[config.mk]
export PLATFORM = sky130hd
export DESIGN_NAME = joystick_autorange_direction_flat
export DESIGN_NICKNAME = d
export VERILOG_FILES = /design/src/jad_pkg.sv /design/src/jad_if.sv /design/src/joystick_autorange_direction.sv /design/src/flat_wrapper.sv
export SDC_FILE = /design/constraint.sdc
export NUM_CORES = 1
export LEC_CHECK = 0
export ABC_AREA = 1
export BUFFER_PORTS_ARGS = -buffer_cell sky130_fd_sc_hd__buf_2
export CORE_MARGIN = 3
export CORE_UTILIZATION = 40
export CTS_BUF_LIST = sky130_fd_sc_hd__clkbuf_8
export DETAILED_ROUTE_END_ITERATION = 6
export GPL_TIMING_DRIVEN = 0
export PLACE_DENSITY = 0.66
export SYNTH_ARGS = -nofsm -noshare
export SYNTH_HDL_FRONTEND = slang
export SYNTH_SLANG_ARGS = --single-unit
[constraint.sdc]
create_clock -name clk_i -period 7.33 [get_ports clk_i]
set_clock_uncertainty 0.15 [all_clocks]
set_input_delay 0 -clock clk_i [delete_from_list [all_inputs] [get_ports clk_i]]
set_output_delay 0 -clock clk_i [all_outputs]
set_load 0.05 [all_outputs]
[src/jad_pkg.sv]
package jad_pkg;

  // Field widths fixed by the item formats.
  localparam int unsigned RawW    = 8;
  localparam int unsigned DirW    = 3;
  localparam int unsigned ScaledW = 8;
  localparam int unsigned MarginW = 6;
  localparam int unsigned ThreshW = 7;
  localparam int unsigned FsW     = 7;
  localparam int unsigned QuotW   = FsW;   // |scaled| never exceeds full_scale
  localparam int unsigned CfgIdxW = 2;
  localparam int unsigned CfgDataW = 7;
  localparam int unsigned StepW   = 3;     // counts the QuotW quotient bits

  // Direction codes.
  localparam logic [DirW-1:0] DIR_NONE  = 3'd0;
  localparam logic [DirW-1:0] DIR_UP    = 3'd1;
  localparam logic [DirW-1:0] DIR_RIGHT = 3'd2;
  localparam logic [DirW-1:0] DIR_DOWN  = 3'd3;
  localparam logic [DirW-1:0] DIR_LEFT  = 3'd4;

  // Configuration register indexes.
  localparam logic [CfgIdxW-1:0] CFG_RANGE_MARGIN   = 2'd0;
  localparam logic [CfgIdxW-1:0] CFG_MOVE_THRESHOLD = 2'd1;
  localparam logic [CfgIdxW-1:0] CFG_FULL_SCALE     = 2'd2;

  // Register reset values.
  localparam logic [MarginW-1:0] RangeMarginRst   = 6'd10;
  localparam logic [ThreshW-1:0] MoveThresholdRst = 7'd75;
  localparam logic [FsW-1:0]     FullScaleRst     = 7'd127;

endpackage

[src/jad_if.sv]
// Request channel: one raw stick sample per request.
interface jad_req_if;
  logic                       valid;
  logic                       ready;
  logic                       mode;
  logic [jad_pkg::RawW-1:0]   raw_x;
  logic [jad_pkg::RawW-1:0]   raw_y;

  modport source (output valid, mode, raw_x, raw_y, input ready);
  modport sink   (input valid, mode, raw_x, raw_y, output ready);
endinterface

// Result channel: direction and the two scaled axis values.
interface jad_res_if;
  logic                              valid;
  logic                              ready;
  logic [jad_pkg::DirW-1:0]          direction;
  logic signed [jad_pkg::ScaledW-1:0] scaled_x;
  logic signed [jad_pkg::ScaledW-1:0] scaled_y;

  modport source (output valid, direction, scaled_x, scaled_y, input ready);
  modport sink   (input valid, direction, scaled_x, scaled_y, output ready);
endinterface

[src/joystick_autorange_direction.sv]
// A sample request runs the multiply and divide steps for each axis in turn, then waits in
// the result stage until the result register can take it; a recenter request goes straight
// to the result stage. A new request is taken only once the previous result is loaded. The
// single shared multiplier and the restoring divider that yields one quotient bit per cycle serve both axes in turn.
// Reset (rst_ni low, asynchronous): registers take their reset values, centers sit at mid-scale
// with bounds at center plus or minus 10, and no result is pending.
module joystick_autorange_direction #(
  parameter int unsigned SAMPLE_BITS = 8
) (
  input  logic                              clk_i,
  input  logic                              rst_ni,
  input  logic                              cfg_we_i,
  input  logic [jad_pkg::CfgIdxW-1:0]       cfg_idx_i,
  input  logic [jad_pkg::CfgDataW-1:0]      cfg_data_i,
  jad_req_if.sink                           req_i,
  jad_res_if.source                         res_o
);

  // Sample width and the part of the raw field that survives the mask.
  localparam int unsigned SW  = SAMPLE_BITS;
  localparam int unsigned InW = (SW < jad_pkg::RawW) ? SW : jad_pkg::RawW;
  // Bounds are signed and must hold center plus or minus the largest margin.
  localparam int unsigned BW  = SW + 2;
  // Half-range denominator and the product that is divided by it.
  localparam int unsigned DW  = SW + 1;
  localparam int unsigned NW  = DW + jad_pkg::QuotW - 1;
  localparam logic [SW-1:0] CenterRst = SW'(1) << (SW - 1);
  localparam logic [jad_pkg::StepW-1:0] LastStep = jad_pkg::StepW'(jad_pkg::QuotW - 1);

  typedef enum logic [3:0] {
    S_IDLE = 4'b0001,
    S_MUL  = 4'b0010,
    S_DIV  = 4'b0100,
    S_DIR  = 4'b1000
  } state_e;

  state_e state_q, state_d;

  // Configuration registers.
  logic [jad_pkg::MarginW-1:0] margin_q;
  logic [jad_pkg::ThreshW-1:0] thresh_q;
  logic [jad_pkg::FsW-1:0]     fs_q;

  // Per-axis calibration state; index 0 is horizontal, index 1 vertical.
  logic [SW-1:0]        center_q [2];
  logic signed [BW-1:0] low_q    [2];
  logic signed [BW-1:0] high_q   [2];

  // Working registers of the current request.
  logic                 axis_q;
  logic [SW-1:0]        samp_q   [2];
  logic [jad_pkg::StepW-1:0] step_q;
  logic                 neg_q;
  logic [DW-1:0]        den_q;
  logic [NW-1:0]        rem_q;
  logic [jad_pkg::QuotW-1:0] quot_q;
  logic signed [jad_pkg::ScaledW-1:0] scaled_q [2];

  // Result register.
  logic                                 out_valid_q;
  logic [jad_pkg::DirW-1:0]             out_dir_q;
  logic signed [jad_pkg::ScaledW-1:0]   out_sx_q;
  logic signed [jad_pkg::ScaledW-1:0]   out_sy_q;

  logic [SW-1:0] in_samp [2];
  logic          req_fire;
  logic          out_load;

  assign in_samp[0] = SW'(req_i.raw_x[InW-1:0]);
  assign in_samp[1] = SW'(req_i.raw_y[InW-1:0]);

  // Requests are taken only while the sequencer is idle; the result register
  // decouples the two channels, so a waiting result does not block a request.
  assign req_i.ready = (state_q == S_IDLE);
  assign req_fire    = req_i.valid && req_i.ready;

  // The result is loaded once the previous one has left or is leaving now.
  assign out_load = (state_q == S_DIR) && (!out_valid_q || res_o.ready);

  assign res_o.valid     = out_valid_q;
  assign res_o.direction = out_dir_q;
  assign res_o.scaled_x  = out_sx_q;
  assign res_o.scaled_y  = out_sy_q;

  // Operand selection for the axis being scaled.
  logic [SW-1:0]        cur_v;
  logic [SW-1:0]        cur_c;
  logic signed [BW-1:0] cur_v_s;
  logic signed [BW-1:0] cur_c_s;
  logic                 cur_neg;
  logic [SW-1:0]        cur_diff;
  logic signed [BW-1:0] cur_den_s;
  logic [NW-1:0]        cur_prod;

  always_comb begin
    cur_v     = samp_q[axis_q];
    cur_c     = center_q[axis_q];
    cur_v_s   = $signed({2'b00, cur_v});
    cur_c_s   = $signed({2'b00, cur_c});
    cur_neg   = cur_v < cur_c;
    cur_diff  = cur_neg ? (cur_c - cur_v) : (cur_v - cur_c);
    cur_den_s = cur_neg ? (cur_c_s - low_q[axis_q]) : (high_q[axis_q] - cur_c_s);
    cur_prod  = NW'(cur_diff) * NW'(fs_q);
  end

  // One restoring division step: the quotient is known to fit in QuotW bits
  // because the sample never lies beyond the widened bounds.
  logic [NW-1:0]             den_sh;
  logic                      fits;
  logic [jad_pkg::QuotW-1:0] quot_next;
  logic signed [jad_pkg::ScaledW-1:0] quot_signed;

  always_comb begin
    den_sh      = NW'(den_q) << step_q;
    // An empty half-range only occurs with the sample on the center, which scales to zero.
    fits        = (den_q != '0) && (rem_q >= den_sh);
    quot_next   = {quot_q[jad_pkg::QuotW-2:0], fits};
    quot_signed = $signed({1'b0, quot_next});
    if (neg_q) begin
      quot_signed = -quot_signed;
    end
  end

  // Direction decode, strict compare against plus or minus the threshold.
  logic signed [jad_pkg::ScaledW:0] sx_w;
  logic signed [jad_pkg::ScaledW:0] sy_w;
  logic signed [jad_pkg::ScaledW:0] pos_t;
  logic signed [jad_pkg::ScaledW:0] neg_t;
  logic [jad_pkg::DirW-1:0]         dir;

  always_comb begin
    sx_w  = $signed({scaled_q[0][jad_pkg::ScaledW-1], scaled_q[0]});
    sy_w  = $signed({scaled_q[1][jad_pkg::ScaledW-1], scaled_q[1]});
    pos_t = $signed({2'b00, thresh_q});
    neg_t = -pos_t;
    if (sx_w < neg_t) begin
      dir = jad_pkg::DIR_LEFT;
    end else if (sx_w > pos_t) begin
      dir = jad_pkg::DIR_RIGHT;
    end else if (sy_w < neg_t) begin
      dir = jad_pkg::DIR_DOWN;
    end else if (sy_w > pos_t) begin
      dir = jad_pkg::DIR_UP;
    end else begin
      dir = jad_pkg::DIR_NONE;
    end
  end

  // Sequencer: a sample runs multiply then divide for each axis in turn,
  // a recenter request goes straight to the result stage with zero values.
  always_comb begin
    state_d = state_q;
    unique case (state_q)
      S_IDLE: begin
        if (req_fire) begin
          state_d = req_i.mode ? S_DIR : S_MUL;
        end
      end
      S_MUL: begin
        state_d = S_DIV;
      end
      S_DIV: begin
        if (step_q == '0) begin
          state_d = axis_q ? S_DIR : S_MUL;
        end
      end
      S_DIR: begin
        if (out_load) begin
          state_d = S_IDLE;
        end
      end
      default: begin
        state_d = S_IDLE;
      end
    endcase
  end

  // Control state, configuration and calibration state.
  always_ff @(posedge clk_i or negedge rst_ni) begin
    if (!rst_ni) begin
      state_q     <= S_IDLE;
      axis_q      <= 1'b0;
      step_q      <= '0;
      out_valid_q <= 1'b0;
      margin_q    <= jad_pkg::RangeMarginRst;
      thresh_q    <= jad_pkg::MoveThresholdRst;
      fs_q        <= jad_pkg::FullScaleRst;
      for (int i = 0; i < 2; i++) begin
        center_q[i] <= CenterRst;
        low_q[i]    <= $signed({2'b00, CenterRst}) - $signed(BW'(jad_pkg::RangeMarginRst));
        high_q[i]   <= $signed({2'b00, CenterRst}) + $signed(BW'(jad_pkg::RangeMarginRst));
      end
    end else begin
      state_q <= state_d;

      if (cfg_we_i) begin
        unique case (cfg_idx_i)
          jad_pkg::CFG_RANGE_MARGIN:   margin_q <= cfg_data_i[jad_pkg::MarginW-1:0];
          jad_pkg::CFG_MOVE_THRESHOLD: thresh_q <= cfg_data_i[jad_pkg::ThreshW-1:0];
          jad_pkg::CFG_FULL_SCALE:     fs_q     <= cfg_data_i[jad_pkg::FsW-1:0];
          default: ;
        endcase
      end

      if (req_fire) begin
        axis_q <= 1'b0;
        for (int i = 0; i < 2; i++) begin
          if (req_i.mode) begin
            center_q[i] <= in_samp[i];
            low_q[i]    <= $signed({2'b00, in_samp[i]}) - $signed(BW'(margin_q));
            high_q[i]   <= $signed({2'b00, in_samp[i]}) + $signed(BW'(margin_q));
          end else begin
            // Widen the bounds before scaling so the sample always lies within them.
            if ($signed({2'b00, in_samp[i]}) < low_q[i]) begin
              low_q[i] <= $signed({2'b00, in_samp[i]});
            end
            if ($signed({2'b00, in_samp[i]}) > high_q[i]) begin
              high_q[i] <= $signed({2'b00, in_samp[i]});
            end
          end
        end
      end

      if (state_q == S_MUL) begin
        step_q <= LastStep;
      end else if (state_q == S_DIV) begin
        step_q <= step_q - 1'b1;
        if (step_q == '0) begin
          axis_q <= 1'b1;
        end
      end

      if (out_load) begin
        out_valid_q <= 1'b1;
      end else if (res_o.ready) begin
        out_valid_q <= 1'b0;
      end
    end
  end

  // Datapath registers without reset.
  always_ff @(posedge clk_i) begin
    if (req_fire) begin
      samp_q[0] <= in_samp[0];
      samp_q[1] <= in_samp[1];
      if (req_i.mode) begin
        scaled_q[0] <= '0;
        scaled_q[1] <= '0;
      end
    end

    if (state_q == S_MUL) begin
      neg_q  <= cur_neg;
      den_q  <= cur_den_s[DW-1:0];
      rem_q  <= cur_prod;
      quot_q <= '0;
    end else if (state_q == S_DIV) begin
      quot_q <= quot_next;
      if (fits) begin
        rem_q <= rem_q - den_sh;
      end
      if (step_q == '0) begin
        scaled_q[axis_q] <= quot_signed;
      end
    end

    if (out_load) begin
      out_dir_q <= dir;
      out_sx_q  <= scaled_q[0];
      out_sy_q  <= scaled_q[1];
    end
  end

endmodule
[src/flat_wrapper.sv]
// flat-port wrapper written by rule: the top's interface ports become plain ports
module joystick_autorange_direction_flat 
#(
  parameter int unsigned SAMPLE_BITS = 8
)
  (clk_i, rst_ni, cfg_we_i, cfg_idx_i, cfg_data_i, req_i_valid, req_i_mode, req_i_raw_x, req_i_raw_y, req_i_ready, res_o_valid, res_o_direction, res_o_scaled_x, res_o_scaled_y, res_o_ready);
  jad_req_if req_i_i ();
  jad_res_if res_o_i ();
  input  logic clk_i;
  input  logic rst_ni;
  input  logic cfg_we_i;
  input  logic [jad_pkg::CfgIdxW-1:0] cfg_idx_i;
  input  logic [jad_pkg::CfgDataW-1:0] cfg_data_i;
  input wire logic [$bits(req_i_i.valid)-1:0] req_i_valid;
  input wire logic [$bits(req_i_i.mode)-1:0] req_i_mode;
  input wire logic [$bits(req_i_i.raw_x)-1:0] req_i_raw_x;
  input wire logic [$bits(req_i_i.raw_y)-1:0] req_i_raw_y;
  output wire logic [$bits(req_i_i.ready)-1:0] req_i_ready;
  output wire logic [$bits(res_o_i.valid)-1:0] res_o_valid;
  output wire logic [$bits(res_o_i.direction)-1:0] res_o_direction;
  output wire logic [$bits(res_o_i.scaled_x)-1:0] res_o_scaled_x;
  output wire logic [$bits(res_o_i.scaled_y)-1:0] res_o_scaled_y;
  input wire logic [$bits(res_o_i.ready)-1:0] res_o_ready;
  assign req_i_i.valid = req_i_valid;
  assign req_i_i.mode = req_i_mode;
  assign req_i_i.raw_x = req_i_raw_x;
  assign req_i_i.raw_y = req_i_raw_y;
  assign req_i_ready = req_i_i.ready;
  assign res_o_valid = res_o_i.valid;
  assign res_o_direction = res_o_i.direction;
  assign res_o_scaled_x = res_o_i.scaled_x;
  assign res_o_scaled_y = res_o_i.scaled_y;
  assign res_o_i.ready = res_o_ready;
  joystick_autorange_direction #(.SAMPLE_BITS(SAMPLE_BITS)) u_core (.clk_i(clk_i), .rst_ni(rst_ni), .cfg_we_i(cfg_we_i), .cfg_idx_i(cfg_idx_i), .cfg_data_i(cfg_data_i), .req_i(req_i_i), .res_o(res_o_i));
endmodule
# After elaboration in Yosys (flattened, before gate mapping)
# Memory sizes are Yosys's and may differ from the RTL's.
# Cells that the tools add are included.
[word_totals]
ff_bits = 135
ramBits = 32
inputBits = 31
output_inout_bits = 21
word_cells = 137
mem_count = 2
[mem_list]
columns = ["name", "words", "word_bits", "read_ports", "rd_ports_with_merged_regs", "wr", "line", "source"]
rows = [
  ["u_core.samp_q", 2, 8, 1, 0, 2, "joystick_autorange_direction.sv:51", "logic [SW-1:0] samp_q [2];"],
  ["u_core.scaled_q", 2, 8, 2, 0, 2, "joystick_autorange_direction.sv:57", "logic signed [jad_pkg::ScaledW-1:0] scaled_q [2];"],
]
[op_classes]
n_addsub = 12
n_mul = 1
order_cmp = 11
n_eq_ne = 9
shifts = 1
muxes = 52
bitwise = 1
n_reduce_logical = 27
[op_table]
columns = ["operator", "count"]
rows = [
  ["10-bit two-way mux", 8],
  ["9-bit two-way mux", 7],
  ["8-bit two-way mux", 6],
  ["15-bit two-way mux", 3],
  ["9-bit by 10-bit greater-than comparator with 1-bit output", 2],
  ["9-bit by 10-bit < comparator with 1-bit output", 2],
  ["4-bit two-way mux", 5],
  ["8-bit by 6-bit adder with 9-bit output", 2],
  ["8-bit by 9-bit < comparator with 1-bit output", 2],
  ["1-bit two-way mux", 18],
  ["2-bit AND reduction", 9],
  ["8-bit by 6-bit subtractor with 9-bit output", 2],
  ["9-bit subtractor", 2],
  ["8-bit greater-than comparator", 2],
  ["4-bit case mux with 4 select lines", 1],
  ["8-bit subtractor", 2],
  ["15-bit >= comparator", 1],
  ["8-bit by 7-bit multiplier with 15-bit output", 1],
  ["9-bit by 3-bit left shift with 15-bit output", 1],
  ["15-bit subtractor", 1],
  ["2-bit nonzero test", 7],
  ["3-bit two-way mux", 4],
  ["7-bit negator with 9-bit output", 1],
  ["9-bit nonzero test", 1],
  ["21 further kinds", 24],
]

# Depth between registers and ports, before layout
# Gate-level depths: netlist of run 1.
[depth]
depth_word = 8
depth_mapped = 35
ltp_nobuf = 33

# Least setup slack after synthesis of run 1
# No wires, ideal clock.
[synth_timing]
path_kind = "reg-to-reg"
startpoint = "register u_core.axis_q"
endpoint = "register u_core.rem_q[11], data pin"
setup_time_ns = 0.256
arrival_ns = 6.000
required_ns = 6.924
setup_slack_ns = 0.924
path_stages_with_launch = 34
n_path_buf = 3
synth_period_minus_slack_ns = 6.406
path_cell_list = "dfrtp_1 > buf_2 > inv_1 > clkbuf_1 > or2_2 > o21ai_0 > fa_1 > nand2_1 > inv_1 > o21ai_2 > nand2_2 > nand4_1 > nand2_2 > inv_2 > buf_6 > nand2_1 > nand2_2 > nor2_1 > fa_1 > inv_1 > fa_1 > inv_1 > fa_1 > inv_1 > fa_1 > inv_1 > ha_1 > a21oi_1 > o21ai_0 > a21oi_1 > o21ai_0 > xor2_1 > nand2_1 > nand2_1"
[synth_between]
elab_chain_cells = 8
word_cells_on_any_way = 11
cone_classes = "2 x add/sub; 1 x mul; 1 x order compare; 5 x mux; 1 x bitwise; 1 x memory"
[synth_lines]
columns = ["item", "line", "source"]
rows = [
  ["start, declared", "joystick_autorange_direction.sv:50", "logic axis_q;"],
  ["start signal, assigned", "joystick_autorange_direction.sv:182", "axis_q <= 1'b0;"],
  ["start signal, assigned", "joystick_autorange_direction.sv:206", "axis_q <= 1'b0;"],
  ["start signal, assigned", "joystick_autorange_direction.sv:229", "axis_q <= 1'b1;"],
  ["1-bit inverter with 2-bit output (implied by the code)", "joystick_autorange_direction.sv:97", "cur_c = center_q[axis_q];"],
  ["8-bit two-way mux (implied by the code) (3 in series)", "joystick_autorange_direction.sv:97", ""],
  ["8-bit < comparator *", "joystick_autorange_direction.sv:100", "cur_neg = cur_v < cur_c;"],
  ["net u_core.cur_neg", "joystick_autorange_direction.sv:90", "logic cur_neg;"],
  ["8-bit two-way mux *", "joystick_autorange_direction.sv:101", "cur_diff = cur_neg ? (cur_c - cur_v) : (cur_v - cur_c);"],
  ["8-bit by 7-bit multiplier with 15-bit output *", "joystick_autorange_direction.sv:103", "cur_prod = NW'(cur_diff) * NW'(fs_q);"],
  ["15-bit two-way mux *", "joystick_autorange_direction.sv:252", "if (state_q == S_MUL) begin"],
  ["end signal, assigned", "joystick_autorange_direction.sv:255", "rem_q <= cur_prod;"],
  ["end signal, assigned", "joystick_autorange_direction.sv:260", "rem_q <= rem_q - den_sh;"],
  ["end, declared", "joystick_autorange_direction.sv:55", "logic [NW-1:0] rem_q;"],
]
# The timed path passes the listed nets; every way through them passes the cells marked *. The select of a mux whose other input is x is not followed.
# A chain may end at the register's enable or synchronous reset.

# Worst setup path after layout of run 1
[layout_timing]
startpoint = "register u_core.axis_q"
endpoint = "register u_core.rem_q[13], data pin"
# Same word-level chain as after synthesis.

==> flow_metrics.env, run 1 <==
export IMPL_crit_slowest_cell="o21ai_0"
export IMPL_fin_crit_ps=6864
export IMPL_grt_pass1_wl_microns=60380
export IMPL_fin_ws_ps=466.1
export IMPL_clock_path_buffers=2
export IMPL_status="finished, final reports clean"
export IMPL_viasPerCell=5.273
export IMPL_chipHeight_microns=190.2
export IMPL_arrival_ps=6980
export IMPL_die_area_sq_um=36190
export IMPL_drtPass1Iterations=5
export IMPL_synthesis_area_sq_um=13580
export IMPL_grt_busiest_layer="met2"
export IMPL_diodes=0
export IMPL_synth_cell_types=51
export IMPL_wl_per_cell_microns=16.60
export IMPL_cts_root_buffer="clkbuf_8"
export IMPL_setup_violations=0
export IMPL_ys_warn_count=0
export IMPL_cp_start_kind="flop"
export IMPL_placeableCoreArea_sq_um=33030
export IMPL_drc_errors=0
export IMPL_clock_latency_ps=510
export IMPL_ios=52
export IMPL_area_growth_pct=12.88
export IMPL_cap_violations=0
export IMPL_worst_setup_path_end_kind="flop"
export IMPL_syn_num_nets=1951
export IMPL_ant_nets=0
export IMPL_fin_crit_sh_pct=93.64
export IMPL_max_freq_mhz=145.7
export IMPL_num_vias=12043
export IMPL_max_stage_delay_ps=740
export IMPL_drt_initial_drc_count=891
export IMPL_use_met3_pct=3.235
export IMPL_antenna_found_initial=0
export IMPL_syn_avg_cell_area_sq_um=7.916
export IMPL_crit_path_frequent_cell="inv_1"
export IMPL_rsz0062_at_grt="false"
export IMPL_grt_usage_pct=21.10
export IMPL_tritoncts="done"
export IMPL_routabilityCongestion=0.9963
export IMPL_detailedPlace_worstSlack_ps=-259.7
export IMPL_drv_slew=0
export IMPL_die_x_microns=190.2
export IMPL_grt_max_degree=47
export IMPL_hpwl_microns=29840
export IMPL_numCtsBuffers=17
export IMPL_critical_path_top_delay_family="adder cells"
export IMPL_criticalPathCategory="flop to flop"
export IMPL_synth_seq_cells=163
export IMPL_clk_pin_slew_ps=120
export IMPL_grt_pass1_vias=11702
export IMPL_h_tree_depth=4
export IMPL_postSynthCellCount=1715
export IMPL_worst_pin_slew_ps=955.0
export IMPL_cts_sinks=163
export IMPL_required_ps=7450
export IMPL_hold_violations=0
export IMPL_nets=2065
export IMPL_rows=66
export IMPL_grt_overflow_total=0
export IMPL_grtUsageMet2_pct=33.74
export IMPL_path_buf_inv=9
export IMPL_seq_area_frac_synth_pct=32.92
export IMPL_totalWireLength_microns=37910
export IMPL_drive_gt1_share_pct=10.53
export IMPL_slew_headroom_pct=36.33
export IMPL_met1_usage_pct=28.95
export IMPL_port_buffers=50
export IMPL_initial_core_util_pct=41.10
export IMPL_hold_path_class="input pin to flop"
export IMPL_path_max_fanout=10
## state kept, by name, summed over array words and instances, names as in the netlist
| register | count |
|---|---|
| u_core.high_q | 18 |
| u_core.low_q | 18 |
| u_core.center_q | 16 |
| u_core.samp_q | 16 |
| u_core.scaled_q | 16 |
| u_core.rem_q | 15 |
| u_core.den_q | 9 |
| u_core.res_o.scaled_x | 8 |
| u_core.res_o.scaled_y | 8 |
| u_core.fs_q | 7 |
| u_core.thresh_q | 7 |
| u_core.margin_q | 6 |
| u_core.quot_q | 6 |
| u_core.state_q | 4 |
| u_core.res_o.direction | 3 |
| u_core.step_q | 3 |
| u_core.axis_q | 1 |
| u_core.neg_q | 1 |
| u_core.res_o.valid | 1 |
## final cells by class
cell class / instances / area (sq um)
clock buffer: 17 / 234.0
sequential: 163 / 4469
tap: 442 / 553.0
timing repair buffer: 95 / 733.2
clock inverter: 15 / 181.4
inverter: 230 / 867.1
buffer: 42 / 202.7
multi-input combinational: 1280 / 8085
fill: 3269 / 17710
## routing by layer
layer | vias up | wire length [microns]
met2 | 388 | 17340
met4 | 0 | 1211
met5 | - | 0
met1 | 5630 | 16980
li1 | 5953 | -
met3 | 72 | 2378
## what timing repair did
item,in CTS,in global routing
hold buffers,42,0
hold endpoints to repair,192,0
endpoints found under the setup margin,8,8
setup buffers,0,1
gates resized for setup,3,20
## cells in the mapped netlist, drive strengths merged
cell type | number | share of area (%)
clkinv | 2 | 0.055
fa | 38 | 5.6
or2 | 23 | 1.1
o21a | 3 | 0.17
nand3 | 92 | 3.4
o21bai | 10 | 0.55
nand3b | 3 | 0.17
xnor2 | 8 | 0.52
o21ai | 182 | 6.7
a22oi | 3 | 0.17
o31ai | 4 | 0.22
and2 | 2 | 0.092
xor2 | 32 | 2.1
o211ai | 8 | 0.44
a21o | 7 | 0.39
clkbuf | 24 | 0.68
nor4 | 2 | 0.092
o31a | 2 | 0.13
nor2 | 134 | 3.8
ha | 167 | 15
dfstp | 32 | 6.2
nand4 | 22 | 1.0
o22ai | 8 | 0.37
o2111ai | 2 | 0.13
a21boi | 3 | 0.17
dfrtp | 49 | 9.0
mux2i | 4 | 0.29
a211oi | 3 | 0.20
a21oi | 124 | 4.6
dfxtp | 6 | 0.88
nor3 | 10 | 0.45
edfxtp | 76 | 17
a31oi | 7 | 0.32
o221ai | 1 | 0.065
buf | 18 | 0.77
nand2 | 376 | 11
inv | 228 | 6.3
## worst register-to-register path, delay by kind of cell, from the launching register on
kind | cells | cell delay, ps
buffers and inverters | 9 | 1020
DFF | 1 | 380
and+or+nand+nor | 10 | 1160
AOI/OAI and AO/OA | 4 | 1100
adders and majority gates | 6 | 2840
## layout by cell type (no fill, tap or decap), types with 3 or more instances in the layout
| cell type | synthesis | routed |
|---|---|---|
| dfstp_2 | 32 | 32 |
| a21oi_1 | 124 | 122 |
| nand4_1 | 22 | 22 |
| clkbuf_8 | 0 | 17 |
| nand3b_1 | 3 | 3 |
| a21o_1 | 7 | 7 |
| inv_6 | 0 | 3 |
| nor3_1 | 9 | 9 |
| o21a_1 | 3 | 3 |
| nand2_1 | 363 | 363 |
| a31oi_1 | 7 | 7 |
| nor2_1 | 131 | 130 |
| or2_2 | 21 | 21 |
| mux2i_1 | 4 | 4 |
| o21ai_0 | 172 | 166 |
| clkbuf_1 | 22 | 20 |
| inv_1 | 223 | 221 |
| nand3_1 | 91 | 91 |
| o22ai_1 | 8 | 8 |
| o211ai_1 | 8 | 8 |
| o21ai_1 | 9 | 11 |
| o21bai_1 | 10 | 10 |
| clkinv_8 | 0 | 4 |
| edfxtp_1 | 76 | 76 |
| a22oi_1 | 3 | 3 |
| o31ai_1 | 4 | 4 |
| o21ai_2 | 1 | 5 |
| buf_4 | 2 | 4 |
| inv_8 | 0 | 5 |
| xor2_1 | 32 | 32 |
| nand2_2 | 13 | 11 |
| ha_1 | 167 | 167 |
| inv_2 | 5 | 6 |
| dfxtp_1 | 6 | 6 |
| dlygate4sd3_1 | 0 | 41 |
| dfrtp_1 | 49 | 49 |
| xnor2_1 | 8 | 8 |
| fa_1 | 38 | 38 |
| clkbuf_2 | 2 | 3 |
| buf_2 | 12 | 61 |
## cell families (layout without fill, tap and decap cells)
| group | count (synthesis) | in the layout | share of synthesized area, % |
|---|---|---|---|
| and+or+nand+nor | 664 | 664 | 20.77 |
| buffers and inverters | 272 | 399 | 7.815 |
| adders and majority gates | 205 | 205 | 20.99 |
| AOI/OAI and AO/OA | 367 | 367 | 14.63 |
| DFF | 163 | 163 | 32.92 |
| xor gates and xnor gates | 40 | 40 | 2.580 |
| muxes | 4 | 4 | 0.2949 |
## final timing paths
check	from	to	slack [ps]	depth (start not counted)
worst min register to register	u_core.low_q[2]$_DFFE_PN1P_	u_core.low_q[2]$_DFFE_PN1P_	320	2
worst min-delay path	res_o_ready	u_core.res_o.valid$_DFFE_PN0P_	110	3
worst max-delay path	u_core.axis_q$_DFF_PN0_	u_core.rem_q[13]$_DFFE_PP_	470	29
min in group asynchronous	rst_ni	u_core.center_q[15]$_DFFE_PN1P_	530	3
max in group asynchronous	rst_ni	u_core.low_q[15]$_DFFE_PN1P_	6140	4
worst max register to register	u_core.axis_q$_DFF_PN0_	u_core.rem_q[13]$_DFFE_PP_	470	29
## per-stage QoR
step	instance area [sq um]	hold slack (ps)	TNS (ps)	instances	util, %
2_1_floorplan	13580	-445.6	0	1715	-
3_3_place_gp	14380	46.70	-817.7	2207	43.53
3_5_place_dp	14430	-147.4	-1291	2209	43.68
4_1_cts	15280	102.2	0	2283	46.25
5_1_grt	15330	130.4	0	2284	46.40
6_report	15330	114.4	0	2284	46.40
Power of run 1 is not shown: default switching activity piles up to over one toggle a cycle in this logic, so the estimate is an artifact.
==> run 2, diff against run 1 <==
--- a/config.mk
+++ b/config.mk
@@ -5,7 +5,6 @@
 export SDC_FILE = /design/constraint.sdc
 export NUM_CORES = 1
 export LEC_CHECK = 0
-export ABC_AREA = 1
 export BUFFER_PORTS_ARGS = -buffer_cell sky130_fd_sc_hd__buf_2
 export CORE_MARGIN = 3
 export CORE_UTILIZATION = 40
==> run 2 against run 1 <==
Synthesized area increased by 0.29%. Sequential share of layout area decreased by 0.75 points. Utilization increased by 1.2 points. Maximum frequency decreased by 1.9%. Via count decreased by 11%. Final cell count decreased by 13%. Worst hold slack improved by 55 ps. Flip-flop and latch count unchanged. Worst setup slack got worse by 130 ps. First-iteration DRC count decreased by 11%. Critical path type unchanged.
==> flow_metrics.env, run 2 <==
export IMPL_status="finished, final reports clean"
export IMPL_grt_pass1_vias=10502
export IMPL_postSynthCellCount=1395
export IMPL_synthAdderAreaFrac_pct=20.93
export IMPL_synth_cell_types=80
export IMPL_clock_path_buffers=2
export IMPL_fin_crit_sh_pct=95.43
export IMPL_required_ps=7440
export IMPL_instances_no_fill=1977
export IMPL_hold_violations=0
export IMPL_fin_ws_ps=334.9
export IMPL_grt_overflow_total=0
export IMPL_chipHeight_microns=190.5
export IMPL_crit_slowest_cell="fa_1"
export IMPL_synth_edff_count=76
export IMPL_port_buffers=51
export IMPL_r2r_cells=26
export IMPL_arrival_ps=7100
export IMPL_die_area_sq_um=36290
export IMPL_syn_avg_cell_area_sq_um=9.761
export IMPL_synth_xor_area_share_pct=3.335
export IMPL_drive_gt1_share_pct=14.34
export IMPL_min_from="req_i_raw_y[0]"
export IMPL_drc_errors=0
export IMPL_holdPathEnd="u_core.samp_q[1][0]$_DFFE_PP_"
export IMPL_critical_path_top_delay_family="adder cells"
export IMPL_path_max_fanout=10
export IMPL_synth_top_cell_by_area="edfxtp_1"
export IMPL_criticalPathCategory="flop to flop"
export IMPL_synth_seq_cells=163
export IMPL_h_tree_depth=4
export IMPL_seq_area_frac_synth_pct=32.82
export IMPL_synth_top_family_by_area="adder cells"
export IMPL_drv_slew=0
export IMPL_synthSimpleGateAreaFrac_pct=14.08
export IMPL_syn_num_nets=1631
export IMPL_worst_setup_path_end_kind="flop"
export IMPL_nets=1757
export IMPL_max_freq_mhz=143.0
export IMPL_ys_warn_count=0
export IMPL_numCtsBuffers=17
export IMPL_layout_commonest_cell="ha_1"
export IMPL_routabilityCongestion=0.8898
export IMPL_synthesis_area_sq_um=13620
export IMPL_synthFlopType="edfxtp_1"
export IMPL_drt_initial_drc_count=792
export IMPL_reg_top3="u_core.high_q: 18 flops, u_core.low_q: 18 flops"
export IMPL_synth_compound_area_share_pct=14.52
export IMPL_yosysMostFrequentCell="ha_1"
export IMPL_ios=52
export IMPL_initial_core_util_pct=41.22
export IMPL_synth_top_area_share_pct=16.76
export IMPL_synthArstFlopShare_pct=49.69
export IMPL_hpwl_microns=26600
export IMPL_drtPass1Iterations=6
export IMPL_rrSetupSlack_ps=330
export IMPL_setup_violations=0
export IMPL_grt_pass1_wl_microns=56350
export IMPL_area_growth_pct=15.57
export IMPL_placeableCoreArea_sq_um=33030
export IMPL_synthTopCellsByCount="167 x ha_1, 127 x inv_1, 104 x nand2_1, 81 x nor2_1, 80 x a21oi_1"
export IMPL_cap_violations=0
export IMPL_tritoncts="done"
export IMPL_num_vias=10708
export IMPL_die_x_microns=190.5
export IMPL_grt_max_degree=61
export IMPL_dp_cells=1889
export IMPL_r2r_start="u_core.axis_q$_DFF_PN0_"
export IMPL_viasPerCell=5.416
export IMPL_cts_sinks=163
export IMPL_antenna_found_initial=0
export IMPL_synth_mux_area_share_pct=9.179
export IMPL_detailedPlace_worstSlack_ps=-1264
export IMPL_cts_root_buffer="clkbuf_8"
export IMPL_rows=66
export IMPL_cp_start_kind="flop"
export IMPL_clock_latency_ps=500
export IMPL_slew_headroom_pct=20.80
export IMPL_hold_path_class="input pin to flop"
export IMPL_grt_usage_pct=19.65
export IMPL_setup_tns_ps=0
export IMPL_path_buf_inv=6
export IMPL_totalWireLength_microns=35220
export IMPL_fin_crit_ps=6995
export IMPL_final_cell_mix="164 x ha_1, 128 x inv_1, 104 x nand2_1"
export IMPL_ant_nets=0
export IMPL_timing_rr_end="u_core.rem_q[13]$_DFFE_PP_"
export IMPL_max_stage_delay_ps=540
export IMPL_synth_area_leaders="edfxtp_1 17%, ha_1 15%, dfrtp_1 9.0%"
export IMPL_wl_per_cell_microns=17.81
export IMPL_clk_pin_slew_ps=100
export IMPL_whs_path_depth=2
export IMPL_worst_pin_slew_ps=1188
==> run 2: cell count changes after synthesis, sizes merged, moves of 23 or more <==
cell / before / now
nand2: 376 / 106
inv: 228 / 129
o21ai: 182 / 91
nand3: 92 / 22
mux2i: 4 / 72
nor2: 134 / 81
mux2: 0 / 44
a21oi: 124 / 81
nor2b: 0 / 42
nand2b: 0 / 30
xnor2: 8 / 38
or2: 23 / 0
==> run 2: worst max path at each step <==
stage               slack (ps)                         end  depth (start not counted)                    start
floorplan                   30  u_core.rem_q[13]$_DFFE_PP_                         24  u_core.axis_q$_DFF_PN0_
global placement         -1110  u_core.rem_q[14]$_DFFE_PP_                         25  u_core.axis_q$_DFF_PN0_
detailed placement       -1260  u_core.rem_q[14]$_DFFE_PP_                         25  u_core.axis_q$_DFF_PN0_
CTS                          5  u_core.rem_q[14]$_DFFE_PP_                         28  u_core.axis_q$_DFF_PN0_
global route               -30  u_core.rem_q[14]$_DFFE_PP_                         28  u_core.axis_q$_DFF_PN0_
finish                     330  u_core.rem_q[13]$_DFFE_PP_                         26  u_core.axis_q$_DFF_PN0_
==> run 2: layer usage <==
metal | GRT usage (%) | routed length [microns] | up-vias
met3 | 2.757 | 1443 | 43
met5 | 0 | 0 | -
li1 | - | - | 5201
met2 | 32.24 | 16520 | 260
met1 | 27.43 | 16650 | 5204
met4 | 5.052 | 600 | 0
==> run 2: cell families (layout without fill, tap and decap cells) <==
group	after synthesis	in the layout
flops	163	163
simple gates	379	379
xor+xnor	51	51
other cells	0	1
buf+inv	174	313
mux	116	116
fa+ha+maj	205	205
compound gates	307	307
==> run 2: final cells by class <==
class / count / area (sq um)
Fill cell: 3047 / 17300
Timing Repair Buffer: 108 / 840.8
Clock inverter: 15 / 222.7
Inverter: 132 / 501.7
Sequential cell: 163 / 4471
Multi-Input combinational cell: 1058 / 8691
Clock buffer: 17 / 234.0
Buffer: 41 / 220.2
Tap cell: 442 / 553.0
Antenna cell: 1 / 2.502
==> run 2: through the flow <==
step | utilization (%) | area (sq um) | hold slack [ps]
5_1_grt | 47.63 | 15730 | 162.8
3_3_place_gp | 43.67 | 14430 | 90.73
4_1_cts | 46.81 | 15460 | 112.5
3_5_place_dp | 43.77 | 14460 | -222.6
2_1_floorplan | - | 13620 | -445.6
6_report | 47.64 | 15740 | 169.5
==> run 2: what timing repair did <==
action,in CTS,in global routing
endpoints found under the hold margin,168,0
cloned,0,1
pin swaps,1,9
buffers inserted,5,8
setup endpoints to repair,9,6
hold buffers,42,0
resized for setup,17,35
Power of run 2 is left out for the same reason.
==> run 3, diff against run 2 <==
--- a/config.mk
+++ b/config.mk
@@ -6,6 +6,7 @@
 export NUM_CORES = 1
 export LEC_CHECK = 0
 export BUFFER_PORTS_ARGS = -buffer_cell sky130_fd_sc_hd__buf_2
+export CORE_ASPECT_RATIO = 1.2
 export CORE_MARGIN = 3
 export CORE_UTILIZATION = 40
 export CTS_BUF_LIST = sky130_fd_sc_hd__clkbuf_8
==> run 3 against run 2 <==
Utilization is 0.95 points lower. Largest cell class unchanged. Register-to-register slack worse by 40 ps. Highest routed layer unchanged. Worst hold slack better by 18 ps. Flip-flop and latch count stayed put. Critical path depth stayed put. Worst setup slack worse by 38 ps. Global-route usage is 0.87 points lower. Final area is 1.1% lower. First-iteration DRC count is 23% lower.
==> flow_metrics.env, run 3 (synthesis results as in run 2) <==
export IMPL_status="finished, final reports clean"
export IMPL_max_freq_mhz=142.2
export IMPL_grt_pass1_vias=10659
export IMPL_layout_commonest_cell="ha_1"
export IMPL_cap_violations=0
export IMPL_tritoncts="done"
export IMPL_numCtsBuffers=17
export IMPL_hold_violations=0
export IMPL_cp_startpoint="u_core.axis_q$_DFF_PN0_"
export IMPL_chipHeight_microns=208.1
export IMPL_final_cell_mix="167 x ha_1, 128 x inv_1, 104 x nand2_1"
export IMPL_r2r_cells=26
export IMPL_slew_headroom_pct=40.14
export IMPL_holdWs_ps=187.7
export IMPL_num_vias=10737
export IMPL_h_tree_depth=4
export IMPL_arrival_ps=7110
export IMPL_dp_cells=1898
export IMPL_clk_pin_slew_ps=120
export IMPL_routabilityCongestion=0.8893
export IMPL_port_buffers=51
export IMPL_fillers=3137
export IMPL_instances_no_fill=1986
export IMPL_criticalPathCategory="flop to flop"
export IMPL_timing_rr_end="u_core.rem_q[13]$_DFFE_PP_"
export IMPL_postLayoutCoreUtil_pct=46.69
export IMPL_rrSetupSlack_ps=300
export IMPL_required_ps=7400
export IMPL_ant_nets=0
export IMPL_wl_per_cell_microns=17.29
export IMPL_fin_crit_sh_pct=95.94
export IMPL_drive_gt1_share_pct=14.00
export IMPL_die_x_microns=174.4
export IMPL_cts_sinks=163
export IMPL_grt_max_degree=60
export IMPL_worst_setup_path_end_kind="flop"
export IMPL_grt_overflow_total=0
export IMPL_area_growth_pct=14.31
export IMPL_drt_initial_drc_count=611
export IMPL_drc_errors=0
export IMPL_ios=52
export IMPL_rows=73
export IMPL_hpwl_microns=26440
export IMPL_fin_crit_ps=7033
export IMPL_clock_path_buffers=2
export IMPL_path_max_fanout=10
export IMPL_nets=1759
export IMPL_grt_pass1_wl_microns=54940
export IMPL_setup_tns_ps=0
export IMPL_totalWireLength_microns=34330
export IMPL_worst_pin_slew_ps=897.9
export IMPL_die_area_sq_um=36300
export IMPL_initial_core_util_pct=40.84
export IMPL_drv_slew=0
export IMPL_diodes=0
export IMPL_reg_top3="u_core.high_q: 18 flops, u_core.low_q: 18 flops"
export IMPL_cts_root_buffer="clkbuf_8"
export IMPL_antenna_found_initial=0
export IMPL_worstSetupEndpoint="u_core.rem_q[13]$_DFFE_PP_"
export IMPL_clock_latency_ps=480
export IMPL_cp_start_kind="flop"
export IMPL_setup_violations=0
export IMPL_drtPass1Iterations=7
export IMPL_viasPerCell=5.406
export IMPL_grt_usage_pct=18.78
export IMPL_placeableCoreArea_sq_um=33340
export IMPL_hold_path_class="input pin to flop"
export IMPL_r2r_start="u_core.axis_q$_DFF_PN0_"
==> run 3: changes by cell type in the layout (fill, tap and decap cells not counted), sizes merged <==
cell         before  now
dlygate4sd3      42   40
buf              80   85
bufinv            4    0
inv             138  139
clkinv            5    8
clkbuf           44   43
diode             1    0
==> run 3: what timing repair did <==
action / 4_1_cts / 5_1_grt
setup buffers: 5 / 12
endpoints found under the setup margin: 9 / 4
hold buffers: 40 / 0
pin swaps: 1 / 9
hold endpoints to repair: 165 / 0
gates resized for setup: 16 / 20
==> run 3: routing by layer <==
metal,vias to the layer above,wire length [microns],global-route usage [%]
met1,5214,14900,23.80
met2,267,17030,32.44
li1,5198,-,-
met4,0,1106,7.519
met5,-,0,0
met3,58,1301,2.373
==> run 3: worst min-delay path by stage <==
stage / from / end / slack, ps / cells after the start
floorplan: rst_ni / u_core.axis_q$_DFF_PN0_ / -450 / 0
global placement: req_i_valid / u_core.state_q[0]$_DFFE_PN1P_ / 90 / 2
detailed placement: rst_ni / u_core.margin_q[5]$_DFFE_PN0P_ / -230 / 1
CTS: req_i_raw_x[7] / u_core.samp_q[0][7]$_DFFE_PP_ / 150 / 2
global route: req_i_raw_x[7] / u_core.samp_q[0][7]$_DFFE_PP_ / 160 / 2
finish: req_i_raw_x[7] / u_core.samp_q[0][7]$_DFFE_PP_ / 190 / 2
==> run 3: cell type report <==
class	count	area, sq um	share of cell area, %
inverter	132	501.7	3.223
buffer	41	214.0	1.375
clock buffer	17	234.0	1.503
multi-input combinational	1058	8602	55.27
timing repair buffer	110	820.8	5.273
clock inverter	15	158.9	1.021
sequential	163	4471	28.72
tap	450	563.0	3.617
==> run 3: stage by stage <==
stage               instance area [sq um]  setup slack, ps
finish                              15560            297.4
global route                        15560           -11.37
CTS                                 15390            17.32
detailed placement                  14470            -1311
global placement                    14440            -1209
floorplan                           13620            25.52
==> run 3: worst max-delay path, stage by stage (launching register included) <==
cell       delay [ps]
dfrtp_2           440
buf_12            180
mux2i_4           290
inv_1             110
ha_1              200
inv_1              90
fa_2              240
a21oi_1            80
o2111ai_2         270
nand2_2           100
buf_6             170
a221oi_1          240
nand3_1           220
xnor2_4           200
and2_1            170
fa_1              500
fa_1              440
fa_1              540
inv_1              50
fa_1              520
inv_1              40
ha_1              240
or4_1             530
a41oi_2           200
a21oi_1           120
mux2i_1           140
a221o_1           340
Power of run 3 is left out for the same reason.
